<file path="src/design/mtrr_pkg.sv">
`default_nettype none
// ----------------------------------------------------------------------------
// mtrr_pkg
// Shared constants, codes and control types for the memory-type range table.
// ----------------------------------------------------------------------------
package mtrr_pkg;

    localparam int MAX_RANGES = 8;
    localparam int IDX_W      = (MAX_RANGES > 1) ? $clog2(MAX_RANGES) : 1;
    localparam int CNT_W      = $clog2(MAX_RANGES + 1);

    localparam int FUNC_W     = 2;
    localparam int ADDR_W     = 32;
    localparam int LEN_W      = 31;
    localparam int EIDX_W     = 3;
    localparam int PFN_W      = 20;
    localparam int TYPE_W     = 8;
    localparam int STATUS_W   = 3;
    localparam int USED_W     = 3;
    localparam int RIU_W      = 4;

    localparam int PAGE_SHIFT = 12;
    localparam int PAGE_CNT_W = LEN_W - PAGE_SHIFT;

    localparam int CFG_IDX_W  = 2;
    localparam int CFG_DATA_W = 8;

    localparam logic [TYPE_W-1:0] TYPE_WC = TYPE_W'(1);

    typedef enum logic [CFG_IDX_W-1:0] {
        CFG_DEFAULT_TYPE  = 2'd0,
        CFG_RANGES_IN_USE = 2'd1,
        CFG_WC_SUPPORTED  = 2'd2
    } cfg_idx_t;

    typedef enum logic [FUNC_W-1:0] {
        FUNC_LOOKUP  = 2'd0,
        FUNC_WRITE   = 2'd1,
        FUNC_INSTALL = 2'd2,
        FUNC_NOP     = 2'd3
    } func_t;

    typedef enum logic [STATUS_W-1:0] {
        ST_DONE        = 3'd0,
        ST_COVERED     = 3'd1,
        ST_UNALIGNED   = 3'd2,
        ST_UNSUPPORTED = 3'd3,
        ST_NO_FREE     = 3'd4
    } status_t;

    typedef enum logic [2:0] {
        S_IDLE,
        S_DECODE,
        S_LOOK,
        S_PAGE,
        S_FREE,
        S_FINISH
    } state_t;

    typedef struct packed {
        logic    take;
        logic    idx_clr;
        logic    idx_inc;
        logic    page_next;
        logic    write_entry;
        logic    program_entry;
        logic    res_clear;
        logic    type_load;
        logic    status_load;
        status_t status;
        logic    used_load;
        logic    out_load;
    } cmd_t;

    typedef struct packed {
        logic  req_valid;
        func_t func;
        logic  bad_range;
        logic  wc_supported;
        logic  idx_end;
        logic  hit;
        logic  entry_valid;
        logic  type_is_wc;
        logic  last_page;
        logic  out_busy;
    } stat_t;

    // Page-frame mask of the power-of-two size that covers len (len nonzero).
    function automatic logic [PFN_W-1:0] mask_for_length(input logic [LEN_W-1:0] len);
        logic [LEN_W-1:0]  m;
        logic [ADDR_W-1:0] inv;
        m = len - LEN_W'(1);
        m = m | (m >> 1);
        m = m | (m >> 2);
        m = m | (m >> 4);
        m = m | (m >> 8);
        m = m | (m >> 16);
        inv = ~{{(ADDR_W - LEN_W){1'b0}}, m};
        return inv[ADDR_W-1:PAGE_SHIFT];
    endfunction

endpackage
`default_nettype wire

</file>
<file path="src/design/mtrr_req_if.sv">
`default_nettype none
// ----------------------------------------------------------------------------
// mtrr_req_if
// Request channel: operation code and operands, valid/ready handshake.
// ----------------------------------------------------------------------------
interface mtrr_req_if;
    import mtrr_pkg::*;

    logic                valid;
    logic                ready;
    logic [FUNC_W-1:0]   func;
    logic [ADDR_W-1:0]   addr;
    logic [LEN_W-1:0]    length;
    logic [EIDX_W-1:0]   entry_index;
    logic [PFN_W-1:0]    entry_base;
    logic [PFN_W-1:0]    entry_mask;
    logic [TYPE_W-1:0]   entry_type;
    logic                entry_valid;

    modport source (
        output valid, func, addr, length, entry_index,
               entry_base, entry_mask, entry_type, entry_valid,
        input  ready
    );

    modport sink (
        input  valid, func, addr, length, entry_index,
               entry_base, entry_mask, entry_type, entry_valid,
        output ready
    );

endinterface
`default_nettype wire

</file>
<file path="src/design/mtrr_rsp_if.sv">
`default_nettype none
// ----------------------------------------------------------------------------
// mtrr_rsp_if
// Response channel: memory type, status and allocated entry.
// ----------------------------------------------------------------------------
interface mtrr_rsp_if;
    import mtrr_pkg::*;

    logic                valid;
    logic                ready;
    logic [TYPE_W-1:0]   mem_type;
    logic [STATUS_W-1:0] status;
    logic [USED_W-1:0]   entry_used;

    modport source (
        output valid, mem_type, status, entry_used,
        input  ready
    );

    modport sink (
        input  valid, mem_type, status, entry_used,
        output ready
    );

endinterface
`default_nettype wire

</file>
<file path="src/design/memory_type_range_table_top.sv">
`default_nettype none
// ----------------------------------------------------------------------------
// memory_type_range_table_top
// Variable memory-type range table with lookup, entry write and
// write-combining install; one response beat per request beat.
// ----------------------------------------------------------------------------
// One request is worked at a time; a new request is taken while the previous
// response still waits in the output register. Every request passes the
// accept (idle), decode and finish states; the finish state repeats while
// the previous response still waits unaccepted. Let n be ranges_in_use capped
// at MAX_RANGES. A lookup examines one table entry at a time from entry 0
// until a hit or the end of the n active entries. A write goes from decode
// to finish, and so does an install that fails its range or support check.
// An install walks the table once per 4 KiB page of the range; at the first
// page that is not write-combining it stops and searches the n active entries
// for a free one. All table reads go through the single walk pointer.
// ----------------------------------------------------------------------------
module memory_type_range_table_top (
    input  wire logic                           clk,
    input  wire logic                           rst_n,
    input  wire logic                           cfg_we,
    input  wire logic [mtrr_pkg::CFG_IDX_W-1:0]  cfg_index,
    input  wire logic [mtrr_pkg::CFG_DATA_W-1:0] cfg_data,
    mtrr_req_if.sink                            req,
    mtrr_rsp_if.source                          rsp
);
    import mtrr_pkg::*;

    cmd_t  cmd;
    stat_t stat;

    mtrr_controller u_ctrl (
        .clk   (clk),
        .rst_n (rst_n),
        .stat  (stat),
        .cmd   (cmd)
    );

    mtrr_datapath u_dp (
        .clk       (clk),
        .rst_n     (rst_n),
        .cfg_we    (cfg_we),
        .cfg_index (cfg_index),
        .cfg_data  (cfg_data),
        .req       (req),
        .rsp       (rsp),
        .cmd       (cmd),
        .stat      (stat)
    );

endmodule
`default_nettype wire

</file>
<file path="src/design/mtrr_datapath.sv">
`default_nettype none
// ----------------------------------------------------------------------------
// mtrr_datapath
// Range table, configuration registers, operand capture, entry walk pointer,
// page walker and result/output registers.
// ----------------------------------------------------------------------------
module mtrr_datapath (
    input  wire logic                           clk,
    input  wire logic                           rst_n,
    input  wire logic                           cfg_we,
    input  wire logic [mtrr_pkg::CFG_IDX_W-1:0]  cfg_index,
    input  wire logic [mtrr_pkg::CFG_DATA_W-1:0] cfg_data,
    mtrr_req_if.sink                            req,
    mtrr_rsp_if.source                          rsp,
    input  wire mtrr_pkg::cmd_t                 cmd,
    output mtrr_pkg::stat_t                     stat
);
    import mtrr_pkg::*;

    logic [TYPE_W-1:0]     default_type_reg;
    logic [RIU_W-1:0]      ranges_in_use_reg;
    logic                  wc_supported_reg;

    logic [PFN_W-1:0]      base_reg  [MAX_RANGES];
    logic [PFN_W-1:0]      mask_reg  [MAX_RANGES];
    logic [TYPE_W-1:0]     type_reg  [MAX_RANGES];
    logic [MAX_RANGES-1:0] valid_reg;

    func_t                 func_reg;
    logic [ADDR_W-1:0]     addr_reg;
    logic [LEN_W-1:0]      len_reg;
    logic [EIDX_W-1:0]     eidx_reg;
    logic [PFN_W-1:0]      ebase_reg;
    logic [PFN_W-1:0]      emask_reg;
    logic [TYPE_W-1:0]     etype_reg;
    logic                  evalid_reg;

    logic [ADDR_W-1:0]     page_addr_reg;
    logic [PAGE_CNT_W-1:0] left_reg;
    logic [CNT_W-1:0]      idx_reg;

    logic [TYPE_W-1:0]     res_type_reg;
    status_t               res_status_reg;
    logic [USED_W-1:0]     res_used_reg;
    logic                  out_valid_reg;

    logic [CNT_W-1:0]      active_cnt;
    logic [IDX_W-1:0]      cur;
    logic [IDX_W-1:0]      widx;
    logic [PFN_W-1:0]      pfn;
    logic                  idx_end;
    logic                  hit;
    logic [TYPE_W-1:0]     resolved_type;
    logic                  accept;

    assign accept = req.valid && cmd.take;

    always_comb
    begin
        if (32'(ranges_in_use_reg) > MAX_RANGES)
        begin
            active_cnt = CNT_W'(MAX_RANGES);
        end
        else
        begin
            active_cnt = CNT_W'(ranges_in_use_reg);
        end
    end

    assign cur           = idx_reg[IDX_W-1:0];
    assign widx          = IDX_W'(eidx_reg);
    assign pfn           = page_addr_reg[ADDR_W-1:PAGE_SHIFT];
    assign idx_end       = (idx_reg >= active_cnt);
    assign hit           = valid_reg[cur] &&
                           ((pfn & mask_reg[cur]) == (base_reg[cur] & mask_reg[cur]));
    assign resolved_type = idx_end ? default_type_reg : type_reg[cur];

    always_comb
    begin
        stat.req_valid    = req.valid;
        stat.func         = func_reg;
        stat.bad_range    = (len_reg == '0) ||
                            ((addr_reg[PAGE_SHIFT-1:0] | len_reg[PAGE_SHIFT-1:0]) != '0);
        stat.wc_supported = wc_supported_reg;
        stat.idx_end      = idx_end;
        stat.hit          = hit;
        stat.entry_valid  = valid_reg[cur];
        stat.type_is_wc   = (resolved_type == TYPE_WC);
        stat.last_page    = (left_reg == PAGE_CNT_W'(1));
        stat.out_busy     = out_valid_reg && !rsp.ready;
    end

    // configuration registers
    always_ff @(posedge clk or negedge rst_n)
    begin
        if (!rst_n)
        begin
            default_type_reg  <= '0;
            ranges_in_use_reg <= RIU_W'(8);
            wc_supported_reg  <= 1'b1;
        end
        else if (cfg_we)
        begin
            case (cfg_index)
                CFG_DEFAULT_TYPE:  default_type_reg  <= cfg_data[TYPE_W-1:0];
                CFG_RANGES_IN_USE: ranges_in_use_reg <= cfg_data[RIU_W-1:0];
                CFG_WC_SUPPORTED:  wc_supported_reg  <= cfg_data[0];
                default:           ;
            endcase
        end
    end

    // table valid marks
    always_ff @(posedge clk or negedge rst_n)
    begin
        if (!rst_n)
        begin
            valid_reg <= '0;
        end
        else if (cmd.write_entry && (32'(eidx_reg) < MAX_RANGES))
        begin
            valid_reg[widx] <= evalid_reg;
        end
        else if (cmd.program_entry)
        begin
            valid_reg[cur] <= 1'b1;
        end
    end

    // table payload
    always_ff @(posedge clk)
    begin
        if (cmd.write_entry && (32'(eidx_reg) < MAX_RANGES))
        begin
            base_reg[widx] <= ebase_reg;
            mask_reg[widx] <= emask_reg;
            type_reg[widx] <= etype_reg;
        end
        else if (cmd.program_entry)
        begin
            base_reg[cur] <= addr_reg[ADDR_W-1:PAGE_SHIFT];
            mask_reg[cur] <= mask_for_length(len_reg);
            type_reg[cur] <= TYPE_WC;
        end
    end

    // operand capture and page walker
    always_ff @(posedge clk)
    begin
        if (accept)
        begin
            func_reg      <= func_t'(req.func);
            addr_reg      <= req.addr;
            len_reg       <= req.length;
            eidx_reg      <= req.entry_index;
            ebase_reg     <= req.entry_base;
            emask_reg     <= req.entry_mask;
            etype_reg     <= req.entry_type;
            evalid_reg    <= req.entry_valid;
            page_addr_reg <= req.addr;
            left_reg      <= req.length[LEN_W-1:PAGE_SHIFT];
        end
        else if (cmd.page_next)
        begin
            page_addr_reg <= page_addr_reg + ADDR_W'(1 << PAGE_SHIFT);
            left_reg      <= left_reg - PAGE_CNT_W'(1);
        end
    end

    // entry walk pointer
    always_ff @(posedge clk or negedge rst_n)
    begin
        if (!rst_n)
        begin
            idx_reg <= '0;
        end
        else if (cmd.idx_clr)
        begin
            idx_reg <= '0;
        end
        else if (cmd.idx_inc)
        begin
            idx_reg <= idx_reg + CNT_W'(1);
        end
    end

    // result registers; a load in the decode cycle wins over the clear
    always_ff @(posedge clk)
    begin
        if (cmd.type_load)
        begin
            res_type_reg <= resolved_type;
        end
        else if (cmd.res_clear)
        begin
            res_type_reg <= '0;
        end

        if (cmd.status_load)
        begin
            res_status_reg <= cmd.status;
        end
        else if (cmd.res_clear)
        begin
            res_status_reg <= ST_DONE;
        end

        if (cmd.used_load)
        begin
            res_used_reg <= USED_W'(idx_reg);
        end
        else if (cmd.res_clear)
        begin
            res_used_reg <= '0;
        end
    end

    // output beat
    always_ff @(posedge clk or negedge rst_n)
    begin
        if (!rst_n)
        begin
            out_valid_reg <= 1'b0;
        end
        else if (cmd.out_load)
        begin
            out_valid_reg <= 1'b1;
        end
        else if (rsp.ready)
        begin
            out_valid_reg <= 1'b0;
        end
    end

    always_ff @(posedge clk)
    begin
        if (cmd.out_load)
        begin
            rsp.mem_type   <= res_type_reg;
            rsp.status     <= res_status_reg;
            rsp.entry_used <= res_used_reg;
        end
    end

    assign rsp.valid = out_valid_reg;
    assign req.ready = cmd.take;

endmodule
`default_nettype wire

</file>
<file path="src/design/mtrr_controller.sv">
`default_nettype none
// ----------------------------------------------------------------------------
// mtrr_controller
// Sequencer for lookup, entry write and write-combining install.
// ----------------------------------------------------------------------------
module mtrr_controller (
    input  wire logic            clk,
    input  wire logic            rst_n,
    input  wire mtrr_pkg::stat_t stat,
    output mtrr_pkg::cmd_t       cmd
);
    import mtrr_pkg::*;

    state_t state_reg;
    state_t state_next;
    logic   resolved;

    assign resolved = stat.idx_end || stat.hit;

    always_ff @(posedge clk or negedge rst_n)
    begin
        if (!rst_n)
        begin
            state_reg <= S_IDLE;
        end
        else
        begin
            state_reg <= state_next;
        end
    end

    always_comb
    begin
        state_next = state_reg;
        unique case (state_reg)
            S_IDLE:
            begin
                if (stat.req_valid)
                begin
                    state_next = S_DECODE;
                end
            end
            S_DECODE:
            begin
                unique case (stat.func)
                    FUNC_LOOKUP:  state_next = S_LOOK;
                    FUNC_INSTALL: state_next = (stat.bad_range || !stat.wc_supported) ?
                                               S_FINISH : S_PAGE;
                    default:      state_next = S_FINISH;
                endcase
            end
            S_LOOK:
            begin
                if (resolved)
                begin
                    state_next = S_FINISH;
                end
            end
            S_PAGE:
            begin
                if (resolved)
                begin
                    if (!stat.type_is_wc)
                    begin
                        state_next = S_FREE;
                    end
                    else if (stat.last_page)
                    begin
                        state_next = S_FINISH;
                    end
                end
            end
            S_FREE:
            begin
                if (stat.idx_end || !stat.entry_valid)
                begin
                    state_next = S_FINISH;
                end
            end
            S_FINISH:
            begin
                if (!stat.out_busy)
                begin
                    state_next = S_IDLE;
                end
            end
            default: state_next = S_IDLE;
        endcase
    end

    always_comb
    begin
        cmd = '0;
        cmd.status = ST_DONE;
        unique case (state_reg)
            S_IDLE:
            begin
                cmd.take = 1'b1;
            end
            S_DECODE:
            begin
                cmd.res_clear = 1'b1;
                cmd.idx_clr   = 1'b1;
                if (stat.func == FUNC_WRITE)
                begin
                    cmd.write_entry = 1'b1;
                end
            end
            S_LOOK:
            begin
                if (resolved)
                begin
                    cmd.type_load = 1'b1;
                end
                else
                begin
                    cmd.idx_inc = 1'b1;
                end
            end
            S_PAGE:
            begin
                if (resolved)
                begin
                    if (!stat.type_is_wc)
                    begin
                        cmd.idx_clr = 1'b1;
                    end
                    else if (stat.last_page)
                    begin
                        cmd.status_load = 1'b1;
                        cmd.status      = ST_COVERED;
                    end
                    else
                    begin
                        cmd.page_next = 1'b1;
                        cmd.idx_clr   = 1'b1;
                    end
                end
                else
                begin
                    cmd.idx_inc = 1'b1;
                end
            end
            S_FREE:
            begin
                if (stat.idx_end)
                begin
                    cmd.status_load = 1'b1;
                    cmd.status      = ST_NO_FREE;
                end
                else if (!stat.entry_valid)
                begin
                    cmd.program_entry = 1'b1;
                    cmd.used_load     = 1'b1;
                end
                else
                begin
                    cmd.idx_inc = 1'b1;
                end
            end
            S_FINISH:
            begin
                cmd.out_load = !stat.out_busy;
            end
            default: ;
        endcase

        // range checks resolve in the decode cycle
        if (state_reg == S_DECODE && stat.func == FUNC_INSTALL)
        begin
            if (stat.bad_range)
            begin
                cmd.status_load = 1'b1;
                cmd.status      = ST_UNALIGNED;
            end
            else if (!stat.wc_supported)
            begin
                cmd.status_load = 1'b1;
                cmd.status      = ST_UNSUPPORTED;
            end
        end
    end

endmodule
`default_nettype wire
</file>
<file path="src/flat_wrapper.sv">
// flat-port wrapper written by rule: the top's interface ports become plain ports
module memory_type_range_table_top_flat import mtrr_pkg::*;
  (clk, rst_n, cfg_we, cfg_index, cfg_data, req_valid, req_func, req_addr, req_length, req_entry_index, req_entry_base, req_entry_mask, req_entry_type, req_entry_valid, req_ready, rsp_valid, rsp_mem_type, rsp_status, rsp_entry_used, rsp_ready);
  mtrr_req_if req_i ();
  mtrr_rsp_if rsp_i ();
  input  wire logic clk;
  input  wire logic rst_n;
  input  wire logic cfg_we;
  input  wire logic [mtrr_pkg::CFG_IDX_W-1:0] cfg_index;
  input  wire logic [mtrr_pkg::CFG_DATA_W-1:0] cfg_data;
  input wire logic [$bits(req_i.valid)-1:0] req_valid;
  input wire logic [$bits(req_i.func)-1:0] req_func;
  input wire logic [$bits(req_i.addr)-1:0] req_addr;
  input wire logic [$bits(req_i.length)-1:0] req_length;
  input wire logic [$bits(req_i.entry_index)-1:0] req_entry_index;
  input wire logic [$bits(req_i.entry_base)-1:0] req_entry_base;
  input wire logic [$bits(req_i.entry_mask)-1:0] req_entry_mask;
  input wire logic [$bits(req_i.entry_type)-1:0] req_entry_type;
  input wire logic [$bits(req_i.entry_valid)-1:0] req_entry_valid;
  output wire logic [$bits(req_i.ready)-1:0] req_ready;
  output wire logic [$bits(rsp_i.valid)-1:0] rsp_valid;
  output wire logic [$bits(rsp_i.mem_type)-1:0] rsp_mem_type;
  output wire logic [$bits(rsp_i.status)-1:0] rsp_status;
  output wire logic [$bits(rsp_i.entry_used)-1:0] rsp_entry_used;
  input wire logic [$bits(rsp_i.ready)-1:0] rsp_ready;
  assign req_i.valid = req_valid;
  assign req_i.func = req_func;
  assign req_i.addr = req_addr;
  assign req_i.length = req_length;
  assign req_i.entry_index = req_entry_index;
  assign req_i.entry_base = req_entry_base;
  assign req_i.entry_mask = req_entry_mask;
  assign req_i.entry_type = req_entry_type;
  assign req_i.entry_valid = req_entry_valid;
  assign req_ready = req_i.ready;
  assign rsp_valid = rsp_i.valid;
  assign rsp_mem_type = rsp_i.mem_type;
  assign rsp_status = rsp_i.status;
  assign rsp_entry_used = rsp_i.entry_used;
  assign rsp_i.ready = rsp_ready;
  memory_type_range_table_top u_core (.clk(clk), .rst_n(rst_n), .cfg_we(cfg_we), .cfg_index(cfg_index), .cfg_data(cfg_data), .req(req_i), .rsp(rsp_i));
endmodule
</file>
<file path="config.mk">
export PLATFORM = sky130hd
export DESIGN_NAME = memory_type_range_table_top_flat
export DESIGN_NICKNAME = d
export VERILOG_FILES = /design/src/design/mtrr_pkg.sv /design/src/design/mtrr_req_if.sv /design/src/design/mtrr_rsp_if.sv /design/src/design/memory_type_range_table_top.sv /design/src/design/mtrr_datapath.sv /design/src/design/mtrr_controller.sv /design/src/flat_wrapper.sv
export SDC_FILE = /design/constraint.sdc
export NUM_CORES = 1
export LEC_CHECK = 0
export BUFFER_PORTS_ARGS = -buffer_cell sky130_fd_sc_hd__clkbuf_2
export CAP_MARGIN = 20
export CORE_ASPECT_RATIO = 0.75
export CORE_MARGIN = 2
export CORE_UTILIZATION = 34
export CTS_CLUSTER_SIZE = 24
export DETAILED_ROUTE_END_ITERATION = 7
export SYNTH_ARGS = -nofsm -noshare
export SYNTH_HDL_FRONTEND = slang
export SYNTH_HIERARCHICAL = 1
export SYNTH_SLANG_ARGS = --single-unit
</file>
<file path="constraint.sdc">
create_clock -name clk -period 7.5 [get_ports clk]
set_input_delay 0.75 -clock clk [delete_from_list [all_inputs] [get_ports clk]]
set_output_delay 0.75 -clock clk [all_outputs]
set_load 0.03 [all_outputs]
</file>
## Word level (Yosys, flattened, before mapping)

Memory sizes are Yosys's and may differ from the RTL's.
Index checks and enable logic that the tools add are counted.
W data, S select, Z words.

| storage, ports and cells | value |
|---|---|
| memories kept | 3 |
| bits of input ports | 132 |
| logic and storage cells | 175 |
| memory bits (writable) | 384 |
| register bits | 225 |
| output and inout bits | 16 |

| cells by class | value |
|---|---|
| magnitude comparators | 6 |
| reductions and logical operators | 34 |
| bitwise gates (word level) | 10 |
| $add $sub $neg | 4 |
| equal/unequal tests | 18 |
| multiplexer cells | 77 |

Memories:

| memory | depth | bits a word | read ports | clocked after Yosys merged registers in | write ports | line | text |
|---|---|---|---|---|---|---|---|
| u_core.u_dp.base_reg | 8 | 20 | 1 | 0 | 1 | mtrr_datapath.sv:24 | `logic [PFN_W-1:0] base_reg [MAX_RANGES];` |
| u_core.u_dp.mask_reg | 8 | 20 | 1 | 0 | 1 | mtrr_datapath.sv:25 | `logic [PFN_W-1:0] mask_reg [MAX_RANGES];` |
| u_core.u_dp.type_reg | 8 | 8 | 1 | 0 | 1 | mtrr_datapath.sv:26 | `logic [TYPE_W-1:0] type_reg [MAX_RANGES];` |

Operators by type and width:

| kind | count |
|---|---|
| $mux W32 | 2 |
| $mux W8 | 6 |
| $mux W3 | 14 |
| $and A20 B20 Y20 | 2 |
| $mux W20 | 2 |
| $mux W4 | 10 |
| $reduce_or A20 Y1 | 2 |
| $mux W19 | 2 |
| $add A32 B13 Y32 const B | 1 |
| $mux W1 | 32 |
| $not A31 Y32 | 1 |
| $logic_not A31 Y1 | 1 |
| $or A31 B15 Y31 | 1 |
| $or A31 B23 Y31 | 1 |
| $or A31 B27 Y31 | 1 |
| $or A31 B29 Y31 | 1 |
| $or A31 B30 Y31 | 1 |
| $sub A31 B1 Y31 const B | 1 |
| $eq A20 B20 Y1 | 1 |
| $eq A19 B1 Y1 const B | 1 |
| $sub A19 B1 Y19 const B | 1 |
| $pmux W3 S6 | 1 |
| $reduce_bool A2 Y1 | 7 |
| $or A12 B12 Y12 | 1 |
| other kinds (30) | 56 |

## Longest topological paths before layout

| logic depth | value |
|---|---|
| depth after elaboration | 12 |
| gate-level depth with buffers | 21 |
| mapped depth without buffers | 14 |

## Modules after synthesis

Netlist, hierarchy kept.

By module, submodules not included:

| module | cells an instance | times used | seq. area each (µm²) | area each (µm²) |
|---|---|---|---|---|
| mtrr_datapath | 1,468 | 1 | 17,709.5 | 23,681.5 |
| mtrr_controller | 54 | 1 | 75.1 | 389.1 |

## Least setup slack after synthesis

OpenSTA, ideal clock, no wires.

| path | value |
|---|---|
| kind | register to register |
| start point | register u_core.u_dp.idx_reg[0] |
| end point | memory u_core.u_dp.base_reg[4][0] (enable) |
| clock period less this slack | 6.499 ns |
| stages on the path, launching flop included | 20 |
| path buffers | 8 |
| data arrival time | 6.046 ns |
| required time | 7.046 ns |
| path slack | 1.001 ns |
| library setup time | 0.454 ns |
| cells stage by stage | dfrtp_1 buf_4 buf_6 buf_6 inv_2 clkbuf_1 ha_1 nand2b_1 a21o_1 a21o_1 a21oi_1 inv_1 buf_4 nor3_1 buf_4 nor2b_1 clkbuf_1 buf_1 a31oi_1 nor2_1 |

RTL lines:

| item | line | text |
|---|---|---|
| start, declared | mtrr_datapath.sv:40 | `logic [CNT_W-1:0] idx_reg;` |
| start signal, assigned | mtrr_datapath.sv:183 | `idx_reg <= idx_reg + CNT_W'(1);` |
| end, declared | mtrr_datapath.sv:24 |  |

==> summary.txt <==
Clock network
  • CTS tree: yes
  • Postcts setup bufs: 0
  • Clock H-tree levels: 2
  • Total CTS buffers: 60
  • CTS max path bufs: 3
  • Post-CTS Resized: 0
  • # clock sinks: between 500 and 600
  • Post-CTS Hold Fix Bufs: 0
  • Clock Latency Late Sink: about 0.63 ns
  • Clock transition at the registers of the reported paths: approximately 0.060 ns
  • Root Driver: clkbuf_16

Synthesis
  • Synth Area in Simple Gates: 0.08530
  • Asr flop ratio synth: 0.04858
  • Primary FF master, synth: edfxtp_1
  • Commonest cells in the netlist: 568 x edfxtp_1, 168 x nand2_1, 65 x a22oi_1
  • Number of synthesized flops with an enable pin: ~570
  • Mapped Cells: between 1500 and 2000
  • Synth Area in Adders: 0.004158
  • Synth top area share: 0.7086
  • Post-synth design cell area: about 24000 um2
  • Synth unique cells: 74
  • YS warnings: 6
  • Largest cells by area after synthesis: edfxtp_1 71%, dfrtp_1 2.8%, nand2_1 2.6%, a22oi_1 2.0%, mux2_2 1.8%
  • Mean Syn Cell Area: around 16 um2
  • Seq/Total Area, Yosys: 0.7389
  • Top-count cell post-synth: edfxtp_1
  • Post-Synth XOR/XNOR Area: 0.02547
  • Cell taking the most area after synthesis: edfxtp_1
  • Yosys reg bits: 597
  • Largest family of logic cells by synthesized area: simple AND/OR/NAND/NOR gates
  • Synth Area in Compound Gates: 0.07969
  • Mux cell area share after synthesis: 0.05016
  • Syn Nets: ~1700

Routing
  • Routed WL: 62680 um
  • Via density: ~5.3
  • Initial DRC count: 1652
  • DRT Pass-1 Iters: 7
  • Drt drc: 0
  • Final ANT Viol Nets: 0
  • Vias: 14220
  • Wire per inst: approximately 23 um

Timing
  • RSZ-0062 raised after global routing: no
  • Final worst setup slack: ~1.8 ns
  • Setup Skew: between 0.02 and 0.03 ns
  • Worst-Margin Slew: approximately 1.2 ns
  • Min Tclk post-route: roughly 5.7 ns
  • Period utilization: 0.7558
  • Peak Freq: between 0.15 and 0.2 GHz
  • Final setup viols: 0
  • Count of final hold-check violations: 0
  • TNS Setup: 0 ns
  • Fin. max-slew vios: 0
  • Worst hold margin: around 0.20 ns
  • Slew HR: 0.1834

Place
  • Gp weighted congestion: approximately 0.80
  • Placed Area: 26000 um2
  • Place WS: 1.779 ns
  • HPWL Detailed: 41060 um
  • Buffers added on ports: about 150

Pwr
  • Leak: approximately 9.4 nW
  • Peak supply drop: 0.2090 mV
  • PD cells: 330.6 nW/um2

Finish
  • Fraction of layout cells with a size suffix above 1: 0.2156
  • Fin nets: around 1800
  • Antenna Cells: 0
  • Cell area after layout: 28150 um2
  • Area Growth Syn to Fin: 16.96%
  • Filler cells: between 6000 and 7000

GRT
  • Number of global-route vias before repair: between 10000 and 15000
  • Congestion Overflow GR: 0
  • First-pass GRT wire length: 92190 um
  • Initial antenna violation count: 1
  • Largest net degree at the start of global routing: roughly 90
  • Total GRT Usage: 0.1699

Setup path
  • Setup Crit Path Kind: reg2reg
  • Crit path max fanout: 30
  • Setup crit start kind: register
  • Worst EP arrival: about 6.0 ns
  • Setup crit end kind: register
  • WP data required: around 8 ns

Job
  • Max-cap violations: 0

Die
  • Std-Cell Rows: 84
  • Overall die area: about 73000 um2
  • IO Pins: ~150
  • Die Ht: 234.4 um
  • Core area: approximately 70000 um2
  • Starting density of the core: 0.3434
  • DIE WIDTH: slightly above 300 um

Run status
  • Run status: finished, final reports clean

Hold path
  • Hold/Removal Path Class: in2async
-- power breakdown --
group          switching, mW  internal [mW]
logic                   1.12          0.527
clock network           1.28           1.92
registers              0.228           4.24
-- worst paths after layout --
kind / from / to / slack [ns] / cells after the start
hold / removal: rst_n / u_core/u_dp/default_type_reg[6] / 0.20 / 1
max in group asynchronous: rst_n / u_core/u_dp/idx_reg[1] / 6.69 / 1
setup / recovery: u_core/u_dp/idx_reg[0] / u_core/u_dp/base_reg[3][11] / 1.83 / 12
min in group clk: req_entry_valid / u_core/u_dp/evalid_reg / 0.30 / 1
setup reg to reg: u_core/u_dp/idx_reg[0] / u_core/u_dp/base_reg[3][11] / 1.83 / 12
hold reg to reg: u_core/u_dp/res_type_reg[0] / u_core/u_dp/rsp.mem_type[0] / 0.42 / 0
-- cells by family after synthesis --
family	after synthesis
and+or+nand+nor	404
buffers and inverters	86
muxes	94
xor gates and xnor gates	70
AOI/OAI and AO/OA	263
DFF	597
adders and majority gates	8
-- metrics by stage --
stage          power [mW]  cells    util
3_3_place_gp        6.125   2568  0.3707
4_1_cts             9.361   2683  0.4011
6_report            9.309   2685  0.4016
3_5_place_dp        6.172   2570  0.3709
5_1_grt             9.666   2685  0.4016
2_1_floorplan       5.523   1522       -
-- area by class of cell --
class,count,area (um2),share of cell area
clock buffer,67,1569,0.05573
clock inverter,46,546.8,0.01942
inverter,9,38.79,0.001378
multi-input combinational,839,5987,0.2127
sequential,597,17790,0.6319
tap,946,1184,0.04204
timing repair buffer,181,1037,0.03684
-- layout by cell type, fill, tap and decap left out, types with 16 or more instances in the layout --
cell         n
edfxtp_1   568
nor2b_1     21
clkbuf_2   147
nand2_1    168
a221oi_1    32
a22o_1      19
xnor2_1     29
xor2_1      41
o21ai_0     50
nor3_1      16
a22oi_1     65
and2_1      19
nor2_1      48
clkbuf_16   61
a21oi_1     22
nand4_1     16
dfrtp_1     24
buf_4       28
mux2i_1     31
mux2_2      38
mux4_2      16
-- layer usage --
metal | wire length (um) | share of wire | track usage | up-vias
met1 | 27460 | 0.44 | 0.2428 | 7227
met2 | 28600 | 0.46 | 0.2655 | 596
met4 | 1243 | 0.020 | 0.04499 | 2
met3 | 5351 | 0.085 | 0.03418 | 94
li1 | - | - | - | 6304
met5 | 13 | 0.00021 | 0 | -
-- critical path, stage by stage, from the launching register on --
cell and delay [ns]:
dfrtp_2 0.79, inv_2 0.38, ha_1 0.39, nand2b_1 0.14, a21o_1 0.17, a21o_1 0.17
a21oi_1 0.25, inv_1 0.17, nor3_1 0.54, nor2b_2 0.53, mux2i_1 0.40, nor2_4 0.89
buf_4 0.45
Note: power is estimated with default switching activity, not from simulation.
